==> src/hdl/mbcd_pkg.sv <==
// ----------------------------------------------------------------------------
// mbcd_pkg
// Types, codes and arithmetic helpers shared by the change detector modules.
// ----------------------------------------------------------------------------
`default_nettype none

package mbcd_pkg;

	localparam int COORD_W     = 7;
	localparam int COLOR_W     = 8;
	localparam int BOUND_W     = 8;
	localparam int PIX_THR_W   = 10;
	localparam int SUM_W       = 10;
	localparam int COUNT_W     = 15;
	localparam int CFG_DATA_W  = 15;
	localparam int CFG_INDEX_W = 1;

	localparam int OP_DEPTH  = 4;
	localparam int RES_DEPTH = 2;

	localparam logic [PIX_THR_W-1:0] PIXEL_THR_RESET = 10'd48;
	localparam logic [COUNT_W-1:0]   PATCH_THR_RESET = 15'd16;
	localparam logic [COUNT_W-1:0]   COUNT_MAX       = 15'h7fff;

	localparam int                 BLEND_SHIFT = 2;
	localparam logic [COLOR_W-1:0] BLEND_MUL   = 8'd3;

	typedef enum logic [1:0] {
		KIND_CLEAR   = 2'd0,
		KIND_ADD     = 2'd1,
		KIND_COMPARE = 2'd2,
		KIND_UPDATE  = 2'd3
	} kind_t;

	typedef enum logic [CFG_INDEX_W-1:0] {
		REG_PIXEL_THR = 1'd0,
		REG_PATCH_THR = 1'd1
	} cfg_index_t;

	typedef struct packed {
		logic [BOUND_W-1:0] left;
		logic [BOUND_W-1:0] right;
		logic [BOUND_W-1:0] top;
		logic [BOUND_W-1:0] bottom;
	} box_t;

	typedef struct packed {
		logic [COLOR_W-1:0] red;
		logic [COLOR_W-1:0] green;
		logic [COLOR_W-1:0] blue;
	} rgb_t;

	// One pixel operation handed from the front to the back.
	typedef struct packed {
		logic               is_update;
		logic               in_image;
		logic               patch_end;
		logic [COORD_W-1:0] row;
		logic [COORD_W-1:0] col;
		rgb_t               px;
	} op_t;

	typedef struct packed {
		logic [COUNT_W-1:0] changed_count;
		logic               patch_active;
	} res_t;

	function automatic logic [COLOR_W-1:0] absdiff(input logic [COLOR_W-1:0] a,
		input logic [COLOR_W-1:0] b);
		absdiff = (a > b) ? (a - b) : (b - a);
	endfunction

	function automatic logic [SUM_W-1:0] rgb_diff_sum(input rgb_t a, input rgb_t b);
		rgb_diff_sum = SUM_W'(absdiff(a.red, b.red)) + SUM_W'(absdiff(a.green, b.green))
			+ SUM_W'(absdiff(a.blue, b.blue));
	endfunction

	// Running average: three quarters background plus one quarter pixel.
	function automatic logic [COLOR_W-1:0] blend(input logic [COLOR_W-1:0] bg,
		input logic [COLOR_W-1:0] p);
		blend = ((bg >> BLEND_SHIFT) * BLEND_MUL) + (p >> BLEND_SHIFT);
	endfunction

	function automatic rgb_t blend_rgb(input rgb_t bg, input rgb_t p);
		blend_rgb.red   = blend(bg.red, p.red);
		blend_rgb.green = blend(bg.green, p.green);
		blend_rgb.blue  = blend(bg.blue, p.blue);
	endfunction

endpackage

`default_nettype wire

==> src/hdl/mbcd_front.sv <==
// ----------------------------------------------------------------------------
// mbcd_front
// Accept items, keep the box list, mask update pixels, queue pixel work.
// ----------------------------------------------------------------------------
`default_nettype none

module mbcd_front #(
	parameter int IMG_WIDTH  = 128,
	parameter int IMG_HEIGHT = 128,
	parameter int MAX_BOXES  = 8
) (
	input  wire logic                              clk,
	input  wire logic                              arst_n,
	input  wire logic                              push,
	output logic                                   full,
	input  wire logic                              busy,
	input  wire logic                              op_full,
	input  wire logic [1:0]                        kind,
	input  wire logic [mbcd_pkg::COORD_W-1:0]      row,
	input  wire logic [mbcd_pkg::COORD_W-1:0]      col,
	input  wire mbcd_pkg::rgb_t                    px,
	input  wire mbcd_pkg::box_t                    box,
	input  wire logic                              patch_end,
	output logic                                   op_push,
	output mbcd_pkg::op_t                          op
);

	localparam int CNT_W = $clog2(MAX_BOXES + 1);

	mbcd_pkg::box_t          boxes_q [MAX_BOXES];
	logic [CNT_W-1:0]        box_count_q;
	logic [MAX_BOXES-1:0]    hit;
	logic                    accept;
	logic                    in_image;
	logic                    masked;
	mbcd_pkg::kind_t         kind_c;

	assign kind_c   = mbcd_pkg::kind_t'(kind);
	assign full     = busy || op_full;
	assign accept   = push && !full;
	assign in_image = (int'(row) < IMG_HEIGHT) && (int'(col) < IMG_WIDTH);

	// Parallel box test against every live entry.
	always_comb begin
		for (int k = 0; k < MAX_BOXES; k++) begin
			hit[k] = (CNT_W'(k) < box_count_q)
				&& ({1'b0, col} >= boxes_q[k].left) && ({1'b0, col} < boxes_q[k].right)
				&& ({1'b0, row} >= boxes_q[k].top) && ({1'b0, row} < boxes_q[k].bottom);
		end
	end
	assign masked = |hit;

	always_comb begin
		op.is_update = (kind_c == mbcd_pkg::KIND_UPDATE);
		op.in_image  = in_image;
		op.patch_end = patch_end;
		op.row       = row;
		op.col       = col;
		op.px        = px;
		case (kind_c)
			mbcd_pkg::KIND_COMPARE: op_push = accept && (in_image || patch_end);
			mbcd_pkg::KIND_UPDATE:  op_push = accept && in_image && !masked;
			default:                op_push = 1'b0;
		endcase
	end

	always_ff @(posedge clk or negedge arst_n) begin
		if (!arst_n) begin
			box_count_q <= '0;
		end else if (accept) begin
			if (kind_c == mbcd_pkg::KIND_CLEAR) begin
				box_count_q <= '0;
			end else if (kind_c == mbcd_pkg::KIND_ADD && box_count_q < CNT_W'(MAX_BOXES)) begin
				box_count_q <= box_count_q + 1'b1;
			end
		end
	end

	always_ff @(posedge clk) begin
		for (int k = 0; k < MAX_BOXES; k++) begin
			if (accept && kind_c == mbcd_pkg::KIND_ADD && box_count_q == CNT_W'(k)) begin
				boxes_q[k] <= box;
			end
		end
	end

endmodule

`default_nettype wire

==> config.mk <==
export PLATFORM = sky130hd
export DESIGN_NAME = mbcd_front
export DESIGN_NICKNAME = d
export VERILOG_FILES = /design/src/hdl/mbcd_pkg.sv /design/src/hdl/mbcd_front.sv
export SDC_FILE = /design/constraint.sdc
export NUM_CORES = 1
export LEC_CHECK = 0
export ABC_AREA = 1
export BUFFER_PORTS_ARGS = -buffer_cell sky130_fd_sc_hd__buf_2
export CORE_MARGIN = 4
export CORE_UTILIZATION = 25
export DETAILED_ROUTE_END_ITERATION = 7
export PLACE_DENSITY_LB_ADDON = 0.12
export RECOVER_POWER = 50
export SYNTH_ARGS = -nofsm -noshare
export SYNTH_HDL_FRONTEND = slang
export SYNTH_SLANG_ARGS = --single-unit
==> constraint.sdc <==
create_clock -name clk -period 4.6 [get_ports clk]
set_clock_uncertainty 0.1 [all_clocks]
set_input_delay 0.46 -clock clk [delete_from_list [all_inputs] [get_ports clk]]
set_output_delay 0.46 -clock clk [all_outputs]
set_load 0.02 [all_outputs]
; ---- Word-level counts from Yosys, hierarchy flattened
; Memories as Yosys holds them, arrays and structs flattened.
; Index checks and enable logic that the tools add are counted.
[totals]
ramBits = 256
mem_count = 1
wordCells = 153
register_bits = 4
[memory_table]
columns = memory, depth, width, read_ports, rd_clocked_by_memory_dff, wr, line_no
row1 = boxes_q, 8, 32, 8, 0, 1, mbcd_front.sv:30  ; mbcd_pkg::box_t boxes_q [MAX_BOXES];
[op_classes]
muxes = 40
n_eq_ne = 10
n_lt_le_gt_ge = 41
addsub = 1
n_reduce_logical = 59
[op_table]
columns = cell, n
row1 = 32-bit two-way mux, 7
row2 = 32-bit OR reduction, 7
row3 = 7-bit by 8-bit >= comparator with 1-bit output, 16
row4 = 7-bit by 8-bit < comparator with 1-bit output, 16
row5 = 1-bit logical AND, 44
row6 = 1-bit two-way mux, 23
row7 = 3-bit two-way mux, 7
row8 = 4-bit by 3-bit equality test with 1-bit output (second input constant), 4
row9 = 3-bit by 4-bit < comparator with 1-bit output (first input constant), 4
row10 = 4-bit by 2-bit equality test with 1-bit output (second input constant), 2
row11 = 1-bit by 4-bit < comparator with 1-bit output (first input constant), 2
row12 = 2-bit by 4-bit < comparator with 1-bit output (first input constant), 2
row13 = 4-bit two-way mux, 2
row14 = 8-bit OR reduction, 1
row15 = 4-bit by 1-bit adder with 4-bit output (second input constant), 1
row16 = 2-bit equality test (second input constant), 2
row17 = 4-bit by 1-bit equality test with 1-bit output (second input constant), 1
row18 = 4-bit logical NOT, 1
row19 = 4-bit < comparator (second input constant), 1
row20 = 2-bit by 1-bit equality test with 1-bit output (second input constant), 1
row21 = 1-bit logical NOT, 2
row22 = 2-bit logical NOT, 1
row23 = 1-bit one-hot mux with 2 select lines, 1
row24 = 2-bit AND reduction, 1
row25 = 2 further kinds, 2

; ---- Logic depth before layout (Yosys ltp)
[logic_depth]
word_depth = 15
ltp_mapped = 14
mapped_depth_nobuf = 14

; ---- Worst setup path before layout
; Ideal clock, no wire load.
[synth_path]
kind = input -> register
startpoint = input busy
endpoint = memory boxes_q[0][100] in the netlist's numbering, enable pin
path_stages = 7
t_arrival_ns = 3.202
setup_slack_ns = 0.837
required_ns = 4.039
setup_time_ns = 0.461
path_cell_list = inv_1 -> nand3_1 -> nor2_1 -> inv_1 -> nor2_1 -> inv_1 -> nor3_1
[synth_via]
elab_chain_len = 15
elab_cells_between_ends = 49
[synth_rtl]
columns = item, line_no
row1 = "start, declared", mbcd_front.sv:16  ; input wire logic busy,
row2 = 1-bit logical OR (*), mbcd_front.sv:39  ; assign full = busy || op_full;
row3 = 1-bit logical NOT (*), mbcd_front.sv:40  ; assign accept = push && !full;
row4 = 1-bit logical AND (*), mbcd_front.sv:40
row5 = 1-bit logical AND (*), mbcd_front.sv:81  ; if (accept && kind_c == mbcd_pkg::KIND_ADD && box_count_q == CNT_W'(k)) begin
row6 = 1-bit logical AND, mbcd_front.sv:81
row7 = 1-bit two-way mux, mbcd_front.sv:81
row8 = 1-bit two-way mux (not written as such), mbcd_front.sv:82  ; boxes_q[k] <= box;
row9 = 32-bit OR reduction (no line), -
row10 = 3-bit two-way mux (no line) or 1-bit two-way mux (tied branches) (7 in series), -
row11 = "end, declared", mbcd_front.sv:30
; Every way passes the cells marked *; elsewhere a longest branch is shown, timed or not.

==> flow_metrics.py <==
metrics = {
    "status": {
        "run_status": "complete, no violations",
    },
    "grt": {
        "grt.overflow.total": 0,
        "grt_antenna_before_repair": 1,
        "grt_pass1_vias": 8977,
        "grt_max_degree": 33,
        "grt_pass1_wl_um": 55500,
        "track_usage_pct": 12.3,
    },
    "routing": {
        "routed-via-count": 8892,
        "wl_per_cell_um": 16.5,
        "ant_nets": 0,
        "vias_per_cell": 4.00,
        "detail_route.drc_violations": 0,
        "routed_wirelength_um": 36700,
        "violation_count_after_the_first_detailed_routing_iteration": 279,
        "number_of_detailed_route_iterations_in_the_first_pass": 4,
    },
    "worst_setup_path": {
        "crit_path_end": "op_push",
        "worstRegToRegCells": 5,
        "required_ns": 4.04,
        "crit_path_max_incr_delay_ns": 0.33,
        "worst_path_most_repeated_cell": "nand2_1",
        "critical_path.max_fanout": 2,
        "cp-start-kind": "register",
        "crit_chain": "inv_1 > ha_1 > nand2_1 > nor2_1 > nand4_1 > nand3_1 > nand4_1 > nand2_1 > nor2_1 > nand2_1 > a21oi_1 > buf_2",
        "timing.rr.end": "boxes_q[0][27]$_DFFE_PP_",
        "critical_path_arrival_ns": 2.69,
        "worstReg2RegStart": "box_count_q[1]$_DFFE_PN0P_",
        "reg2reg_setup_slack_ns": 2.22,
        "critical-path-slowest-cell": "edfxtp_1",
        "critical_path_class": "register to primary output",
        "critical_path.endpoint_type": "primary output",
        "worstSetupStartpoint": "boxes_q[0][13]$_DFFE_PP_",
    },
    "cts": {
        "tritoncts_clock_tree": "built",
        "numClockSinks": 260,
        "clk_pin_slew_ns": 0.06,
        "htreeDepth": 2,
        "cts_setup_buffers": 0,
        "cts_buffers": 36,
        "clock_tree.root_cell": "clkbuf_16",
        "clkLatencyLatePin_ns": 0.53,
        "clock_tree.buffer_depth": 3,
    },
    "die": {
        "fp.dieArea_um2": 60800,
        "initial_standard_cell_utilization_of_the_core_pct": 25.2,
        "boundaryPins": 121,
        "die_x_um": 247,
        "chipHeight_um": 247,
        "coreArea_um2": 56400,
        "placement_rows": 87,
    },
    "logic_synthesis": {
        "yosys_warnings": 0,
        "synthDominantCellAreaShare_pct": 54.0,
        "yosysUniqueCellTypes": 23,
        "ys_seq_elements": 260,
        "synth.yosys.seq_area_share_pct": 54.7,
        "mappedNetlistArea_um2": 14200,
        "post_synthesis_net_count": 1651,
        "synth_top_cells_by_area": "edfxtp_1, ha_1, inv_1",
        "synth_cells": 1362,
        "synth_area_leader_cell": "edfxtp_1",
        "syn_area_per_cell_um2": 10.5,
    },
    "sta": {
        "period_share_pct": 70.7,
        "final.min_clock_period_ns": 3.25,
        "setup-violations-final": 0,
        "drv_slew": 0,
        "timing.max_slew.rel_slack_pct": 37.2,
        "hold_violation_total_from_the_final_report": 0,
        "setup_repair_after_global_routing_missed_its_margin": "no",
        "clock.fmax_ghz": 0.307,
        "setup_total_negative_slack_ns": 0,
        "tightestPinTransition_ns": 0.940,
    },
    "placed_design": {
        "port-buffer-count": 69,
        "place_hpwl_um": 25100,
        "placedInstanceArea_um2": 15400,
        "finalWeightedCongestion": 0.735,
    },
    "pwr": {
        "p_sw_w": 0.00141,
        "switching_share_pct": 24.7,
        "overall_power_consumption_w": 0.00571,
        "share_of_power_burned_in_registers_pct": 46.4,
        "worst_ir_drop_vdd_uv": 241,
        "combPwrFrac_pct": 8.4,
        "power_leakage_nw": 7.56,
        "power.share.clock_pct": 45.3,
        "p_int_w": 0.00430,
        "p_per_area_nw_per_um2": 348,
    },
    "layout": {
        "most_common_cell_after_layout_fill_and_taps_aside": "inv_1",
        "layout_common_cells": "inv_1, nand2_1, edfxtp_1, ha_1, nor2_1",
        "finalInstanceArea_um2": 16400,
        "flow.area_growth_from_synthesis_pct": 15.2,
        "post_route_cells_drive_above_1_share_pct": 7.17,
        "utilization_pct": 29.1,
        "final_nets": 1729,
    },
    "min_path": {
        "hold_path.class": "input port to register",
    },
    "run": {
        "timing.max_cap.violations": 0,
    },
}
-- stage by stage --
step / setup slack, ns / cells / hold slack, ns
after global placement: 1.34 / 2157 / 0.179
after floorplan: 0.837 / 1362 / 0.0644
final: 1.35 / 2222 / 0.149
after global routing: 1.12 / 2221 / 0.150
after detailed placement: 1.36 / 2157 / 0.176
after CTS: 1.26 / 2221 / 0.113
-- synthesized netlist by cell type (all sizes together) --
cell,count
inv,325
nand2,272
edfxtp,256
ha,211
nor2,81
a21oi,71
buf,40
nand4,26
nand3,25
o21ai,16
o21bai,11
and3,10
o21a,6
dfrtp,4
nor3,4
a21o,1
conb,1
o22ai,1
xnor2,1
-- logic make-up (layout without fill, tap and decap cells) --
group	count (synthesis)	in the layout	synth area share (%)
other	1	2	0.0263
buffers and inverters	365	468	10.7
AOI/OAI and AO/OA	106	106	4.05
adders and majority gates	211	211	18.5
DFF	260	260	54.7
and+or+nand+nor	418	418	11.9
xor gates and xnor gates	1	1	0.0615
-- repair_timing --
action,4_1_cts,5_1_grt
hold buffers,1,0
hold endpoints to repair,4,0
gates resized for setup,0,0
-- area by class of cell --
class | instances | area (µm²)
clock buffer | 47 | 963
multi-input combinational | 737 | 4980
timing repair buffer | 80 | 389
antenna | 1 | 2.50
inverter | 325 | 1220
tap | 756 | 946
sequential | 260 | 7790
fill | 5934 | 40000
clock inverter | 16 | 108
-- critical path, delay by kind of cell, from the launching register on --
kind / cells / cell delay [ns]
adder cells (fa/ha/maj): 1 / 0.28
buffers and inverters: 2 / 0.20
AND/OR/NAND/NOR: 8 / 1.26
flip-flops: 1 / 0.33
AO/OA/AOI/OAI: 1 / 0.07
-- how the worst min path moves through the flow --
stage	startpoint	end	slack, ns	depth (start not counted)
global placement	arst_n	box_count_q[2]$_DFFE_PN0P_	0.18	1
finish	kind[0]	box_count_q[1]$_DFFE_PN0P_	0.15	3
floorplan	arst_n	box_count_q[0]$_DFFE_PN0P_	0.06	0
CTS	box[10]	boxes_q[1][10]$_DFFE_PP_	0.11	1
detailed placement	arst_n	box_count_q[2]$_DFFE_PN0P_	0.18	1
global route	kind[0]	box_count_q[1]$_DFFE_PN0P_	0.15	3
-- layer usage --
metal / GRT usage, % / vias to the layer above / wire length (µm)
met2: 20.1 / 102 / 16700
met1: 16.8 / 4156 / 17800
li1: - / 4585 / -
met3: 2.13 / 49 / 1370
met4: 3.72 / 0 / 781
met5: 0 / - / 0
-- sequential cells by signal, indices dropped and copies added (netlist names) --
name and flops:
boxes_q 256, box_count_q 4
-- power groups by stage --
stage | clock (W) | sequential [W] | combinational (W)
after floorplan | 0 | 0.00269 | 0.000299
after global placement | 0 | 0.00270 | 0.000496
after detailed placement | 0 | 0.00270 | 0.000499
after CTS | 0.00269 | 0.00265 | 0.000502
after global routing | 0.00278 | 0.00265 | 0.000558
final | 0.00258 | 0.00265 | 0.000478
No activity file was read; power rests on OpenSTA's default activity.
