## src/hdl/mbcd_fifo.sv

```systemverilog
// ----------------------------------------------------------------------------
// mbcd_fifo
// Small register queue; head entry shown while not empty.
// ----------------------------------------------------------------------------
`default_nettype none

module mbcd_fifo #(
	parameter int WIDTH = 8,
	parameter int DEPTH = 2
) (
	input  wire logic             clk,
	input  wire logic             arst_n,
	input  wire logic             push,
	input  wire logic [WIDTH-1:0] din,
	output logic                  full,
	input  wire logic             pop,
	output logic      [WIDTH-1:0] dout,
	output logic                  empty
);

	localparam int PTR_W = (DEPTH > 1) ? $clog2(DEPTH) : 1;
	localparam int CNT_W = $clog2(DEPTH + 1);

	logic [WIDTH-1:0] mem_q [DEPTH];
	logic [PTR_W-1:0] wr_ptr_q;
	logic [PTR_W-1:0] rd_ptr_q;
	logic [CNT_W-1:0] count_q;
	logic             do_push;
	logic             do_pop;

	assign full    = (count_q == CNT_W'(DEPTH));
	assign empty   = (count_q == '0);
	assign do_push = push && !full;
	assign do_pop  = pop && !empty;
	assign dout    = mem_q[rd_ptr_q];

	always_ff @(posedge clk or negedge arst_n) begin
		if (!arst_n) begin
			wr_ptr_q <= '0;
			rd_ptr_q <= '0;
			count_q  <= '0;
		end else begin
			if (do_push) begin
				wr_ptr_q <= (wr_ptr_q == PTR_W'(DEPTH - 1)) ? '0 : wr_ptr_q + 1'b1;
			end
			if (do_pop) begin
				rd_ptr_q <= (rd_ptr_q == PTR_W'(DEPTH - 1)) ? '0 : rd_ptr_q + 1'b1;
			end
			if (do_push && !do_pop) begin
				count_q <= count_q + 1'b1;
			end else if (do_pop && !do_push) begin
				count_q <= count_q - 1'b1;
			end
		end
	end

	always_ff @(posedge clk) begin
		if (do_push) begin
			mem_q[wr_ptr_q] <= din;
		end
	end

endmodule

`default_nettype wire

```

## config.mk

```make
export PLATFORM = sky130hd
export DESIGN_NAME = mbcd_fifo
export DESIGN_NICKNAME = d
export VERILOG_FILES = /design/src/hdl/mbcd_fifo.sv
export SDC_FILE = /design/constraint.sdc
export NUM_CORES = 1
export LEC_CHECK = 0
export BUFFER_PORTS_ARGS = -buffer_cell sky130_fd_sc_hd__buf_4
export CORE_AREA = 2 2 46 48
export CTS_BUF_LIST = sky130_fd_sc_hd__clkbuf_4
export DETAILED_ROUTE_END_ITERATION = 12
export DIE_AREA = 0 0 48 50
export PLACE_DENSITY_LB_ADDON = 0.15
export SYNTH_ARGS = -nofsm -noshare
export SYNTH_HDL_FRONTEND = slang
export SYNTH_SLANG_ARGS = --single-unit
```

## constraint.sdc

```tcl
create_clock -name clk -period 1.5 [get_ports clk]
set_input_delay 0.15 -clock clk [delete_from_list [all_inputs] [get_ports clk]]
set_output_delay 0.15 -clock clk [all_outputs]
set_load 0.005 [all_outputs]
```

# Yosys cells after proc, flatten, opt, wreduce, memory -nomap -nowiden
# Memories as Yosys holds them, arrays and structs flattened.
# Index checks and enable logic that the tools add are counted.
[op_classes]
add_sub_neg = 4
n_mul = 0
n_div = 0
magnitude_cmp = 0
n_eq_ne = 1
shift = 0
muxes = 6
bitwise = 0
n_reduce_logical = 10
[ops]
columns = ["op", "n"]
rows = [
  ["1-bit logical AND", 4],
  ["1-bit logical NOT", 4],
  ["1-bit 2-to-1 mux", 4],
  ["2-bit 2-to-1 mux", 2],
  ["1-bit adder, second input constant", 2],
  ["2-bit by 1-bit adder with 2-bit output, second input constant", 1],
  ["2-bit == test, second input constant", 1],
  ["2-bit logical NOT", 1],
  ["2-bit nonzero test", 1],
  ["2-bit by 1-bit subtractor with 2-bit output, second input constant", 1],
]
[totals]
ff_bits = 4
latchBits = 0
ramBits = 16
mem_bits_ro = 0
in_bits = 12
wordCells = 25
memories = 1
[memory_table]
columns = ["memory", "words", "word_bits", "read_ports", "rd_ports_with_merged_regs", "write_ports", "line_no", "text"]
rows = [
  ["mem_q", 2, 8, 1, 0, 1, "24", "logic [WIDTH-1:0] mem_q [DEPTH];"],
]

# Longest topological paths before layout
# Gate-level depths: netlist (run 1).
[depth]
depth_word = 7
mapped_depth = 7
ltp_nobuf = 7

# Worst setup path before layout (run 1)
# OpenSTA, ideal clock, no wires.
[synth_timing]
kind = "register to register"
from = "register count_q[0]"
to = "memory mem_q[0][0], enable pin"
t_arrival_ns = 1.022
setup_slack_ns = 0.108
stages_incl_launch_ff = 4
synth_period_minus_slack_ns = 1.392
cell_sequence = "dfrtp_1 > nand2b_1 > nand2_2 > nor2_1"
[synth_between]
elab_chain_cells = 5
[synth_lines]
columns = ["element", "line_no", "text"]
rows = [
  ["from (decl)", "27", "logic [CNT_W-1:0] count_q;"],
  ["from (signal assigned)", "50", "count_q <= count_q + 1'b1;"],
  ["from (signal assigned)", "52", "count_q <= count_q - 1'b1;"],
  ["2-bit == test", "31", "assign full = (count_q == CNT_W'(DEPTH));"],
  ["1-bit logical NOT", "33", "assign do_push = push && !full;"],
  ["1-bit logical AND", "33", ""],
  ["1-bit 2-to-1 mux", "58", "if (do_push) begin"],
  ["1-bit 2-to-1 mux (implied by the code)", "59", "mem_q[wr_ptr_q] <= din;"],
  ["to (decl)", "24", ""],
]
# No other way between the ends.

# Final worst setup path (run 1)
[layout_timing]
from = "register rd_ptr_q"
to = "output dout[2]"
[layout_between]
elab_chain_cells = 1
[layout_lines]
columns = ["element", "line_no", "text"]
rows = [
  ["from (decl)", "26", "logic [PTR_W-1:0] rd_ptr_q;"],
  ["from (signal assigned)", "47", "rd_ptr_q <= (rd_ptr_q == PTR_W'(DEPTH - 1)) ? '0 : rd_ptr_q + 1'b1;"],
  ["memory 2 x 8 bit", "-", ""],
  ["to (decl)", "17", "output logic [WIDTH-1:0] dout,"],
]
# No other way between the ends.

==> flow_summary.ini, run 1 <==
[run_status]
status = finished, final reports clean

[die]
die_h_um = 50
num_rows = 16
core_area_um2 = 1900
io_pins = 22
dieArea_um2 = 2400
start_util_pct = 41.1
dieWidth_um = 48

[cells_and_area]
antenna_cells = 0
layout-drive-gt1-share_pct = 48.6
nNetsFinal = 88
syn_to_final_growth_pct = 34.9

[yosys]
synth.distinct_cells = 15
synth_cells = 44
synth_seq_area_share_pct = 74.2
yosysWarnings = 0
syn_nets = 57
ys_seq_elements = 20
syn-cell-area_um2 = 782
synthTopCellsByArea = edfxtp_1 61%, dfrtp_1 13%, mux2_1 8.6%, mux2_2 2.9%, xnor2_1 2.2%
synth_top_area_share_pct = 61.4
synth_largest_area_cell = edfxtp_1
syn_area_per_cell_um2 = 17.8

[drt]
avgRoutedWirePerCell_um = 11.7
wl_um = 1180
route.detailed.drc = 0
num_vias = 438
ant_nets = 0
drtPass1Iterations = 3
drtIter0Drc = 2
viasPerCell = 4.34

[critical_path]
endpoint = dout[2]
crit_path_end_kind = output pin
arrival_ps = 1300
worstSetupStartpointType = register
reg2reg_depth = 6
cp_max_fo = 9
timing.rr.start = count_q[0]
r2r-end = count_q[1]
critPathKind = reg -> out
ff2ff_setup_slack_ps = 130
cp.required_ps = 1350
critPathLaunch = rd_ptr_q

[run]
drv_cap = 0

[global_routing]
grt_pass1_wl_um = 1880
gr-usage-met1_pct = 12.9
grt_pass1_vias = 441
grt_max_degree = 12
grt.busiest_layer = met2
antenna_found_initial = 0
gr-total-overflow = 0
grt_use_met3_pct = 3.30
met2_usage_pct = 19.3
grt_usage_pct = 11.6

[sta]
max_slew_margin_pct = 84.6
timing.hold.ws_ps = 43.3
fmax_ghz = 0.692
setup_viol = 0
rsz0062_at_grt = yes
tightestPinTransition_ps = 230
fin_crit_ps = 1450
fin_skew_ps = 1.89
drv_slew = 0
period_share_pct = 96.3
hold_viol_final = 0

[place]
gp_congestion = 0.663
dp_hpwl_um = 918
portBuffers = 21

[cts]
cts_root_buf = clkbuf_4
h-tree-depth = 1
clock-sinks = 20
numCtsBuffers = 3
cts_buffer_depth = 2
cts_tree = yes
clk_pin_slew_ps = 100
clock_latency_ps = 280
post_cts_buffers = 0

[pwr]
power_uw = 1850
peakVddDrop_mv = 0.893
powerDensity_nw_per_um2 = 1760
p_leak_uw = 0.000444

[hold_path]
hold_class = in -> reg
holdPathStages = 1
-- area by class of cell --
class / count / area, µm²
Fill cell: 176 / 847
Clock buffer: 4 / 30.0
Timing Repair Buffer: 27 / 205
Inverter: 2 / 7.51
Multi-Input combinational cell: 21 / 196
Tap cell: 27 / 33.8
Sequential cell: 20 / 582
-- per-layer routing --
layer / part of all wire, % / up-vias
met4: 1.4 / 0
met3: 4.9 / 2
li1: - / 217
met1: 41 / 207
met2: 53 / 12
met5: 0 / -
-- worst min-delay path by stage --
| stage | from | endpoint |
|---|---|---|
| global route | din[7] | mem_q[0][7] |
| global placement | arst_n | count_q[0] |
| floorplan | arst_n | count_q[0] |
| finish | din[7] | mem_q[1][7] |
| CTS | din[4] | mem_q[0][4] |
| detailed placement | arst_n | count_q[0] |
-- cell usage in the layout, fill, tap and decap left out --
cell and n:
xor2_1 2, nand2_2 1, dlygate4sd3_1 1, ha_1 1, and3_1 1, mux2_2 2
xnor2_2 1, buf_4 26, xnor2_1 2, mux2_1 6, clkbuf_4 4, dfrtp_1 3
inv_1 2, nor2_1 3, dfrtp_2 1, edfxtp_1 16, nand2b_4 1, o21ai_1 1
-- power breakdown --
group	internal [µW]	switching (µW)
combinational	431	258
sequential	778	120
clock	121	142
total	1330	521
-- through the flow --
step / util, % / setup slack (ps) / cells / setup TNS [ps] / area [µm²]
3_5_place_dp: 52.9 / 77.8 / 96 / 0 / 1010
5_1_grt: 55.5 / -3.41 / 101 / -3.41 / 1050
4_1_cts: 55.1 / 23.7 / 101 / 0 / 1050
3_3_place_gp: 52.9 / 144 / 96 / 0 / 1010
6_report: 55.5 / 54.9 / 101 / 0 / 1050
2_1_floorplan: - / 108 / 44 / 0 / 782
-- critical path, stage by stage, from the launching register on --
cell	delay, ps
dfrtp_2	510
mux2_2	370
buf_4	130
-- synth_stat cells --
master    number
xnor2_1        2
edfxtp_1      16
and3_1         1
ha_1           1
xnor2_2        1
nor2_1         3
nand2_2        1
buf_2          1
mux2_1         6
o21ai_1        1
mux2_2         2
inv_1          2
xor2_1         2
dfrtp_1        4
nand2b_1       1
-- sequential cells by signal (all words and copies together), names as in the netlist --
name and flops:
rd_ptr_q 1, count_q 2, wr_ptr_q 1, mem_q 16
-- kinds of logic (layout without fill, tap and decap cells) --
group,after synthesis,after routing,synth area share (%)
AO/OA/AOI/OAI,1,1,0.639
multiplexers,8,8,11.5
AND/OR/NAND/NOR,6,6,3.84
adder cells (fa/ha/maj),1,1,1.60
flip-flops,20,20,74.2
XOR/XNOR,5,5,6.56
buffers and inverters,3,33,1.60
-- timing repair --
item | in CTS | in global routing
setup endpoints to repair | 8 | 2
pin swaps | 0 | 1
hold buffers | 1 | 0
cloned | 0 | 0
endpoints found under the hold margin | 4 | 0
gates resized for setup | 1 | 1
Power figures use the tool's default switching activity.
==> inputs of run 2 (changes only) <==
--- a/config.mk
+++ b/config.mk
@@ -6,10 +6,12 @@
 export NUM_CORES = 1
 export LEC_CHECK = 0
 export BUFFER_PORTS_ARGS = -buffer_cell sky130_fd_sc_hd__buf_4
-export CORE_AREA = 2 2 46 48
+export CELL_PAD_IN_SITES_DETAIL_PLACEMENT = 0
+export CELL_PAD_IN_SITES_GLOBAL_PLACEMENT = 2
+export CORE_AREA = 2 2 50 52
 export CTS_BUF_LIST = sky130_fd_sc_hd__clkbuf_4
 export DETAILED_ROUTE_END_ITERATION = 12
-export DIE_AREA = 0 0 48 50
+export DIE_AREA = 0 0 52 54
 export PLACE_DENSITY_LB_ADDON = 0.15
 export SYNTH_ARGS = -nofsm -noshare
 export SYNTH_HDL_FRONTEND = slang
==> run 2 against run 1 <==
Effect of this change: cell count is 3.0% higher; critical endpoint is now dout[7]; combinational power is 1% higher; fmax grew 1.1%; global-route usage fell by 3.0 points; first-iteration DRC count unchanged; register-to-register slack hardly changed; clock power increased by 2%; die area grew 17%; non-clock buffer count stayed put; critical path depth unchanged; wire length down 2.7%.
==> flow_summary.ini, run 2 (synthesized netlist as in run 1, its figures left out) <==
[drt]
route.detailed.drc = 0
drtPass1Iterations = 3
num_vias = 446
avgRoutedWirePerCell_um = 11.1
wl_um = 1150
ant_nets = 0
viasPerCell = 4.29
drtIter0Drc = 2

[place]
dp_hpwl_um = 859
place_area_um2 = 1000
gp_congestion = 0.623
dp_slack_ps = 102
portBuffers = 21

[die]
die_h_um = 54
dieArea_um2 = 2810
core_area_um2 = 2320
num_rows = 18
dieWidth_um = 52
io_pins = 22
start_util_pct = 33.7

[pwr]
p_leak_uw = 0.000444
peakVddDrop_mv = 1.03
powerDensity_nw_per_um2 = 1750

[global_routing]
grt_pass1_vias = 394
gr-total-overflow = 0
grt_max_degree = 12
antenna_found_initial = 0
grt_pass1_wl_um = 1680
grt_usage_pct = 8.54

[cells_and_area]
final_common_cell = buf_4
regMostFlops = mem_q
nNetsFinal = 88
syn_to_final_growth_pct = 35.4
layout-drive-gt1-share_pct = 48.6
design_area_um2 = 1060
top_regs = mem_q: 16 flops, count_q: 2 flops
largest_reg_flops = 16
mostFrequentLayoutCells = 26 x buf_4, 16 x edfxtp_1, 6 x mux2_1
antenna_cells = 0

[cts]
clock_latency_ps = 280
clk_pin_slew_ps = 100
cts_root_buf = clkbuf_4
cts_buffer_depth = 2
numCtsBuffers = 3
cts_tree = yes
clock-sinks = 20
h-tree-depth = 1

[critical_path]
cp_max_fo = 9
critical-path-top-delay-family = flip-flops
cp_slowest_cell = dfrtp_2
crit_chain = mux2_2 > buf_4
critPathKind = reg -> out
worstSetupStartpointType = register
arrival_ps = 1280
critPathBufInv = 1
crit_path_end_kind = output pin
slowest_delay_ps = 500
cp.required_ps = 1350

[sta]
setup_viol = 0
fin_setup_tns_ps = 0
setup_ws_ps = 70.9
fmax_ghz = 0.700
hold_viol_final = 0
drv_slew = 0
period_share_pct = 95.3
tightestPinTransition_ps = 205
rsz0062_at_grt = no
max_slew_margin_pct = 86.2
fin_crit_ps = 1430
fin_skew_ps = 1.18

[run]
drv_cap = 0

[run_status]
status = finished, final reports clean

[hold_path]
hold_class = in -> reg
run 2: cell counts in the layout (fill, tap and decap cells not counted):
Identical to the previous run, type by type.
run 2: layer usage:
metal | up-vias | GRT usage [%] | routed length (µm)
met4 | 0 | 3.95 | 0
met3 | 0 | 1.94 | 62
met5 | - | 0 | 0
met2 | 10 | 14.3 | 588
li1 | 218 | - | -
met1 | 218 | 10.5 | 500
run 2: worst paths after layout:
kind                             from          end  slack, ps  depth (start not counted)
max in group asynchronous      arst_n     rd_ptr_q       1210                          2
setup reg to reg           count_q[0]   count_q[1]        140                          6
hold / removal                 din[7]  mem_q[1][7]         40                          1
setup / recovery             rd_ptr_q      dout[7]         70                          2
min in group asynchronous      arst_n   count_q[1]        180                          2
hold reg to reg              wr_ptr_q     wr_ptr_q        530                          1
run 2: power breakdown:
group	switching, µW	leakage (µW)	internal [µW]
clock	148	0.0000184	121
sequential	114	0.000194	778
combinational	260	0.000231	436
run 2: cell type report:
cell class	count	area, µm²
Sequential cell	20	582
Fill cell	223	1260
Timing Repair Buffer	27	205
Inverter	2	7.51
Clock buffer	4	30.0
Tap cell	30	37.5
Multi-Input combinational cell	21	196
run 2: stage by stage:
step / cells / utilization [%] / hold slack, ps / power (µW)
4_1_cts: 103 / 45.0 / 30.8 / 1840
5_1_grt: 104 / 45.6 / 23.0 / 1980
3_3_place_gp: 98 / 43.2 / -51.0 / 1570
2_1_floorplan: 44 / - / -146 / 1230
6_report: 104 / 45.6 / 41.1 / 1860
3_5_place_dp: 98 / 43.2 / -50.8 / 1570
run 2: what timing repair did:
action	in CTS	in global routing
hold buffers	1	0
resized for setup	1	1
endpoints found under the setup margin	8	6
hold endpoints to repair	4	0
setup buffers	0	1
==> inputs of run 3 (changes only) <==
--- a/config.mk
+++ b/config.mk
@@ -5,14 +5,16 @@
 export SDC_FILE = /design/constraint.sdc
 export NUM_CORES = 1
 export LEC_CHECK = 0
+export ABC_AREA = 1
 export BUFFER_PORTS_ARGS = -buffer_cell sky130_fd_sc_hd__buf_4
 export CELL_PAD_IN_SITES_DETAIL_PLACEMENT = 0
 export CELL_PAD_IN_SITES_GLOBAL_PLACEMENT = 2
-export CORE_AREA = 2 2 50 52
+export CORE_AREA = 2 2 53 55
 export CTS_BUF_LIST = sky130_fd_sc_hd__clkbuf_4
 export DETAILED_ROUTE_END_ITERATION = 12
-export DIE_AREA = 0 0 52 54
+export DIE_AREA = 0 0 55 57
 export PLACE_DENSITY_LB_ADDON = 0.15
+export SLEW_MARGIN = 20
 export SYNTH_ARGS = -nofsm -noshare
 export SYNTH_HDL_FRONTEND = slang
 export SYNTH_SLANG_ARGS = --single-unit
==> run 3 against run 2 <==
Effect of this change: register-to-register slack is essentially flat; sequential power shrank 3.3%; synthesized cell count is 66% higher; fmax grew 5.8%; flip-flop and latch count did not move; total power rose by 1.6%; core utilization fell by 4.3 points; final area is 2.0% higher; clock power shrank 9.7%.
==> flow_summary.ini, run 3 <==
[run_status]
status = finished, final reports clean

[global_routing]
gr-total-overflow = 0
grt_usage_pct = 9.89
antenna_found_initial = 0
grt_pass1_wl_um = 2130
grt_max_degree = 12
grt_pass1_vias = 503

[run]
drv_cap = 0

[yosys]
syn_nets = 86
yosys-top-cells-count = 33 x nand2_1, 16 x edfxtp_1, 7 x inv_1
syn_area_per_cell_um2 = 11.1
ys_seq_elements = 20
synth.distinct_cells = 14
synth_flop_cell = edfxtp_1
synth_seq_area_share_pct = 71.7
async_flop_share_pct = 20.0
syn-cell-area_um2 = 810
synth_top_area_share_pct = 59.4
synth_cells = 73
synthMostInstantiatedCell = nand2_1
synthTopCellsByArea = edfxtp_1 59%, nand2_1 15%, dfrtp_1 12%, inv_1 3.2%, ha_1 1.5%
synth_largest_area_cell = edfxtp_1
synth_edf_count = 16
yosysWarnings = 0

[cts]
cts_root_buf = clkbuf_4
cts_tree = yes
clock-sinks = 20
numCtsBuffers = 3
h-tree-depth = 1
cts_buffer_depth = 2
post_cts_buffers = 0
clock_latency_ps = 290
clk_pin_slew_ps = 100

[critical_path]
slowest_delay_ps = 470
critPathKind = reg -> reg
ff2ff_setup_slack_ps = 150
critPathBufInv = 1
critPathLaunch = count_q[0]
cp_max_fo = 7
reg2reg_depth = 7
critical-path-top-delay-family = flip-flops
crit_path_end_kind = register
cp_slowest_cell = dfrtp_1
r2r-end = count_q[1]
worstSetupStartpointType = register
timing.rr.start = count_q[0]
cp.required_ps = 1690
arrival_ps = 1540
crit_chain = nor2_2 > nor2_2 > ha_1 > inv_1 > nand3_1 > nand2_1 > nand2_1

[sta]
rsz0062_at_grt = no
fmax_ghz = 0.740
max_slew_margin_pct = 84.2
period_share_pct = 90.1
fin_skew_ps = 2.07
drv_slew = 0
tightestPinTransition_ps = 234
setup_ws_ps = 149
fin_crit_ps = 1350
hold_viol_final = 0
fin_setup_tns_ps = 0
setup_viol = 0

[drt]
num_vias = 547
drtIter0Drc = 13
viasPerCell = 4.11
avgRoutedWirePerCell_um = 10.1
drtPass1Iterations = 4
route.detailed.drc = 0
wl_um = 1340
ant_nets = 0

[cells_and_area]
layout-drive-gt1-share_pct = 30.4
syn_to_final_growth_pct = 33.4
regMostFlops = mem_q
top_regs = mem_q: 16 flops, count_q: 2 flops
final_common_cell = nand2_1
antenna_cells = 0
largest_reg_flops = 16
nNetsFinal = 116
mostFrequentLayoutCells = 33 x nand2_1, 24 x buf_4, 16 x edfxtp_1

[hold_path]
min-delay-start = din[0]
holdPathStages = 1
hold_class = in -> reg
whs_endpoint = mem_q[1][0]

[pwr]
powerDensity_nw_per_um2 = 1750
power_uw = 1890
peakVddDrop_mv = 1.04
p_leak_uw = 0.000505

[die]
dieArea_um2 = 3140
num_rows = 19
core_area_um2 = 2620
io_pins = 22
start_util_pct = 31.0
dieWidth_um = 55
die_h_um = 57

[place]
dp_hpwl_um = 1030
dp_slack_ps = 127
portBuffers = 21
gp_congestion = 0.674
-- run 3: changes by cell type in the layout (fill, tap and decap cells not counted), moves of 2 or more --
cell / before / now
nand2_1: 0 / 33
inv_1: 2 / 7
xor2_1: 2 / 0
mux2_1: 6 / 0
buf_4: 26 / 24
nor2_2: 0 / 2
mux2_2: 2 / 0
-- run 3: worst max path at each step --
stage	end	slack [ps]	cells after the start
6_report	count_q[1]	150	7
5_1_grt	dout[6]	60	4
4_1_cts	count_q[1]	110	6
3_5_place_dp	count_q[1]	130	6
3_3_place_gp	count_q[1]	60	6
2_1_floorplan	mem_q[1][0]	180	3
-- run 3: through the flow --
| step | instances | utilization [%] | instance area, µm² | hold WS [ps] |
|---|---|---|---|---|
| 2_1_floorplan | 73 | - | 810 | -146 |
| 3_3_place_gp | 128 | 39.9 | 1040 | -48.2 |
| 3_5_place_dp | 128 | 39.9 | 1040 | -51.1 |
| 4_1_cts | 133 | 41.3 | 1080 | 21.9 |
| 5_1_grt | 133 | 41.3 | 1080 | 6.86 |
| 6_report | 133 | 41.3 | 1080 | 39.4 |
-- run 3: area by class of cell --
class	instances	area (µm²)
Clock buffer	3	22.5
Clock inverter	1	3.75
Fill cell	261	1540
Inverter	8	30.0
Multi-Input combinational cell	44	194
Sequential cell	20	581
Tap cell	31	38.8
Timing Repair Buffer	26	210
-- run 3: worst register-to-register path, stage by stage (launching register included) --
cell and delay (ps):
dfrtp_1 470, nor2_2 170, nor2_2 50, ha_1 300, inv_1 80, nand3_1 70, nand2_1 50, nand2_1 50
-- run 3: logic make-up (layout without fill, tap and decap cells) --
logic type,after synthesis,after routing,synth area share (%)
AOI/OAI and AO/OA,2,2,1.24
xor gates and xnor gates,1,1,1.08
adders and majority gates,1,1,1.55
buffers and inverters,9,38,4.33
DFF,20,20,71.7
and+or+nand+nor,40,40,20.1
-- run 3: repair_timing --
item / CTS / global route
resized for setup: 0 / 1
hold buffers: 1 / 0
endpoints found under the hold margin: 4 / 0
setup endpoints to repair: 0 / 1
-- run 3: metal layers --
metal / track usage, % / share of wire [%]
met2: 15.3 / 47
met4: 4.18 / 0
met5: 0 / 0
met3: 3.14 / 5.4
met1: 12.7 / 48
-- run 3: power by group --
part           total [µW]  internal [µW]  switching, µW
Sequential            863            770           93.0
Combinational         779            396            384
Clock                 243           96.6            146
Total                1890           1260            623
